`src/stl_lpca_if.sv`:
```
// Valid/ready channel interface carrying one payload word.
// No dependencies.
`default_nettype none
interface stl_lpca_if #(parameter int W = 25) ();
    logic         valid;
    logic         ready;
    logic [W-1:0] data;
    modport source (output valid, output data, input ready);
    modport sink   (input valid, input data, output ready);
endinterface
`default_nettype wire

```
`src/stl_lpca_front.sv`:
```
// Front end: accepts samples and queues them for the back end.
// Depends on stl_lpca_if.
`default_nettype none
module stl_lpca_front #(
    parameter int SB = 24
) (
    input  wire logic  i_clk,
    input  wire logic  i_rst_n,
    stl_lpca_if.sink   in_ch,
    output logic       o_q_valid,
    output logic [SB:0] o_q_data,
    input  wire logic  i_q_pop
);
    // two-entry queue
    logic [SB:0] r_mem [2];
    logic        r_wp, r_rp;
    logic [1:0]  r_cnt;
    logic        w_push;

    assign in_ch.ready = (r_cnt != 2'd2);
    assign w_push = in_ch.valid && in_ch.ready;
    assign o_q_valid = (r_cnt != 2'd0);
    assign o_q_data = r_mem[r_rp];

    always_ff @(posedge i_clk) begin
        if (w_push) r_mem[r_wp] <= in_ch.data;
        if (!i_rst_n) begin
            r_wp <= 1'b0; r_rp <= 1'b0; r_cnt <= '0;
        end else begin
            if (w_push) r_wp <= ~r_wp;
            if (i_q_pop) r_rp <= ~r_rp;
            r_cnt <= r_cnt + {1'b0, w_push} - {1'b0, i_q_pop};
        end
    end
endmodule
`default_nettype wire

```
`src/flat_wrapper.sv`:
```
// flat-port wrapper written by rule: the top's interface ports become plain ports
module stl_lpca_front_flat 
#(
    parameter int SB = 24
)
  (i_clk, i_rst_n, o_q_valid, o_q_data, i_q_pop, in_ch_valid, in_ch_data, in_ch_ready);
  stl_lpca_if in_ch_i ();
  input  wire logic i_clk;
  input  wire logic i_rst_n;
  output logic o_q_valid;
  output logic [SB:0] o_q_data;
  input  wire logic i_q_pop;
  input wire logic [$bits(in_ch_i.valid)-1:0] in_ch_valid;
  input wire logic [$bits(in_ch_i.data)-1:0] in_ch_data;
  output wire logic [$bits(in_ch_i.ready)-1:0] in_ch_ready;
  assign in_ch_i.valid = in_ch_valid;
  assign in_ch_i.data = in_ch_data;
  assign in_ch_ready = in_ch_i.ready;
  stl_lpca_front #(.SB(SB)) u_core (.i_clk(i_clk), .i_rst_n(i_rst_n), .in_ch(in_ch_i), .o_q_valid(o_q_valid), .o_q_data(o_q_data), .i_q_pop(i_q_pop));
endmodule
```
`config.mk`:
```
export PLATFORM = sky130hd
export DESIGN_NAME = stl_lpca_front_flat
export DESIGN_NICKNAME = d
export VERILOG_FILES = /design/src/stl_lpca_if.sv /design/src/stl_lpca_front.sv /design/src/flat_wrapper.sv
export SDC_FILE = /design/constraint.sdc
export NUM_CORES = 1
export LEC_CHECK = 0
export BUFFER_PORTS_ARGS = -buffer_cell sky130_fd_sc_hd__buf_2
export CAP_MARGIN = 0
export CORE_MARGIN = 3
export CORE_UTILIZATION = 29
export CTS_BUF_LIST = sky130_fd_sc_hd__clkbuf_4 sky130_fd_sc_hd__clkbuf_8 sky130_fd_sc_hd__clkbuf_16
export DETAILED_ROUTE_END_ITERATION = 10
export SLEW_MARGIN = 10
export SYNTH_ARGS = -nofsm -noshare
export SYNTH_HDL_FRONTEND = slang
export SYNTH_SLANG_ARGS = --single-unit
```
`constraint.sdc`:
```
create_clock -name i_clk -period 1.84 [get_ports i_clk]
set_input_delay 0.092 -clock i_clk [delete_from_list [all_inputs] [get_ports i_clk]]
set_output_delay 0.092 -clock i_clk [all_outputs]
set_load 0.1 [all_outputs]
```
==> results.cfg <==
[place]
io_buffers = 55
post-dp-hpwl_um = 2590
routabilityCongestion = 0.660
post_dp_cell_area_sq_um = 2930

[finish]
finish.instance_area_sq_um = 3270
fill_cells = 617
drive_gt1_frac = 0.495
utilization = 0.469
seqCellArea_sq_um = 1600
multi_input_area_sq_um = 507
layout.nets = 221
antenna_cells = 0
area_delta_synth_final_pct = 52.3

[setup_path]
slowest_delay_ns = 0.46
path_buf_inv = 2
worstPathRequired_ns = 1.75
path_common_cell = buf_12
cp.depth = 3
cpMaxStageDelayCell = dfxtp_1
r2r_setup_slack_ns = 0.44
path_cells = buf_12 -> mux2_2 -> buf_12
rr_endpoint = u_core.r_cnt[1]$_SDFF_PN0_
path_max_fanout = 23
critPathCapture = o_q_data[1]
cp-start-kind = flip-flop
path_delay_family = flip-flops
crit_path_end_kind = primary output
arrival_ns = 1.58
worstRegToRegCells = 5
reg2reg_from = u_core.r_cnt[0]$_SDFF_PN0_
criticalPathCategory = reg2out

[timing]
fin_tns_setup_ns = 0
fin_skew_ns = 0.00985
rsz0062_at_grt = no
setup_viol = 0
slew_headroom = 0.674
worstMarginPinSlew_ns = 0.492
slew_viol_final = 0
max_freq_mhz = 597
finalHoldViolations = 0
period_needed_ns = 1.67
period_share = 0.910

[grt]
antenna_found_initial = 0
grtUsageTotal = 0.0960
grt_overflow = 0
grt_pass1_vias = 1198
grt_start_max_net_pins = 26
grt_pass1_wl_um = 6110

[clocking]
cts_setup_buffers = 0
ctsHoldBuffers = 25
clockBufferDepth = 2
path_clk_slew_ns = 0.10
cts_max_level = 2
ctsResizeCount = 0
cts_tree = yes
cts.sinks = 55
cts_buffers = 5
clockRootBuffer = clkbuf_8
clock_latency_ns = 0.30

[hold_path]
hold_class = in2reg

[floorplan]
die_h_um = 92.1
initial_utilization = 0.308
io_pins = 56
rows = 30
die_area_sq_um = 8480
core_area_sq_um = 6980
die-width_um = 92.1

[synth]
ys_ff_latch = 55
synthesis.nets = 134
avgSynthCellArea_sq_um = 20.7
yosysUniqueCellTypes = 22
synth_area_sq_um = 2150
synth_cells = 104
yosys_warnings = 0
ys_seq_area_frac = 0.745

[route]
dr.first_iter.drc_count = 22
routed_wl_um = 3860
viasPerCell = 4.00
antenna_left = 0
first_pass_iters = 4
drc_errors = 0
num_vias = 1152
wire_per_inst_um = 13.4

[job]
drv_cap = 0

[power_and_ir_drop]
internal-power_uw = 2230
ir_worst_vdd_mv = 0.357
switching_share = 0.351
seq_power_share = 0.438
pwr-share-clk = 0.185
leakagePower_uw = 0.00128
cellPowerDensity_nw_per_um2 = 1050
comb_power_share = 0.377
netSwitchingPower_uw = 1210

[outcome]
outcome = completed
cell usage in the layout, fill, tap and decap left out, drive strengths merged, types with 2 or more instances in the layout:
cell type | netlist | routed
and2 | 2 | 2
dlygate4sd3 | 0 | 25
buf | 3 | 58
and3 | 2 | 2
nand2b | 2 | 2
dfxtp | 5 | 5
clkbuf | 0 | 5
clkinv | 0 | 2
edfxtp | 50 | 50
nand2 | 2 | 2
inv | 2 | 2
mux2i | 2 | 2
mux2 | 25 | 25
area by class of cell:
| cell class | instances | area share |
|---|---|---|
| timing repair buffer | 83 | 0.290 |
| tap | 96 | 0.0367 |
| sequential | 55 | 0.489 |
| clock buffer | 5 | 0.0210 |
| inverter | 2 | 0.00229 |
| clock inverter | 3 | 0.00612 |
| multi-input combinational | 44 | 0.155 |
power by group through the flow:
| stage | clock network, uW | logic (uW) | registers, uW |
|---|---|---|---|
| 2_1_floorplan | 0 | 847 | 1530 |
| 3_3_place_gp | 0 | 1260 | 1530 |
| 3_5_place_dp | 0 | 1270 | 1540 |
| 4_1_cts | 670 | 1310 | 1510 |
| 5_1_grt | 714 | 1340 | 1520 |
| 6_report | 636 | 1300 | 1510 |
how the worst min path moves through the flow:
stage                        start                             to  slack, ns  cells after the start
floorplan            in_ch_data[0]   u_core.r_mem[0][0]$_DFFE_PP_       0.19                      0
global placement    in_ch_data[16]  u_core.r_mem[0][16]$_DFFE_PP_       0.28                      1
detailed placement   in_ch_data[7]   u_core.r_mem[0][7]$_DFFE_PP_       0.28                      1
CTS                        i_rst_n     u_core.r_cnt[0]$_SDFF_PN0_       0.05                      2
global route               i_rst_n     u_core.r_cnt[0]$_SDFF_PN0_       0.05                      2
finish                     i_rst_n     u_core.r_cnt[0]$_SDFF_PN0_       0.05                      2
registers in the layout, summed over array words and instances (netlist names), named ones only:
register and count:
u_core.r_mem 50, u_core.r_wp 1, u_core.r_rp 1, u_core.r_cnt 2
per-stage QoR:
step | power [uW] | hold slack (ns) | setup slack [ns] | instances
6_report | 3440 | 0.0512 | 0.165 | 288
5_1_grt | 3570 | 0.0468 | 0.0940 | 288
2_1_floorplan | 2380 | 0.191 | 0.0370 | 104
3_3_place_gp | 2790 | 0.281 | 0.504 | 255
4_1_cts | 3490 | 0.0498 | 0.134 | 288
3_5_place_dp | 2810 | 0.283 | 0.447 | 255
routing by layer:
metal  track usage  up-vias  wire length (um)
li1              -      567                 -
met1         0.106      546              1540
met2         0.170       35              2060
met3        0.0271        4               206
met4        0.0446        0                53
met5             0        -                 0
cells by family (layout without fill, tap and decap cells):
| kind of cell | Yosys count | after routing | synth area share |
|---|---|---|---|
| DFF | 55 | 55 | 0.745 |
| muxes | 27 | 27 | 0.175 |
| and+or+nand+nor | 11 | 11 | 0.0349 |
| buffers and inverters | 5 | 93 | 0.0192 |
| AOI/OAI and AO/OA | 4 | 4 | 0.0157 |
| adders and majority gates | 1 | 1 | 0.00582 |
| xor gates and xnor gates | 1 | 1 | 0.00408 |
cells in the mapped netlist:
master | n | area (sq um)
a21boi_2 | 1 | 11.3
inv_1 | 2 | 7.51
nand3b_1 | 1 | 7.51
ha_1 | 1 | 12.5
or2_2 | 1 | 6.26
nand2b_1 | 1 | 6.26
and3_2 | 1 | 7.51
and3_1 | 1 | 6.26
nand2b_4 | 1 | 13.8
and2b_1 | 1 | 7.51
nand2_1 | 2 | 7.51
o21a_1 | 1 | 7.51
a21oi_1 | 1 | 5.00
buf_6 | 3 | 33.8
mux2_2 | 5 | 56.3
and2_1 | 2 | 12.5
a21bo_2 | 1 | 10.0
mux2_4 | 20 | 300
xor2_1 | 1 | 8.76
edfxtp_1 | 50 | 1500
dfxtp_1 | 5 | 100
mux2i_1 | 2 | 20.0
(Power assumes the default switching activity.)
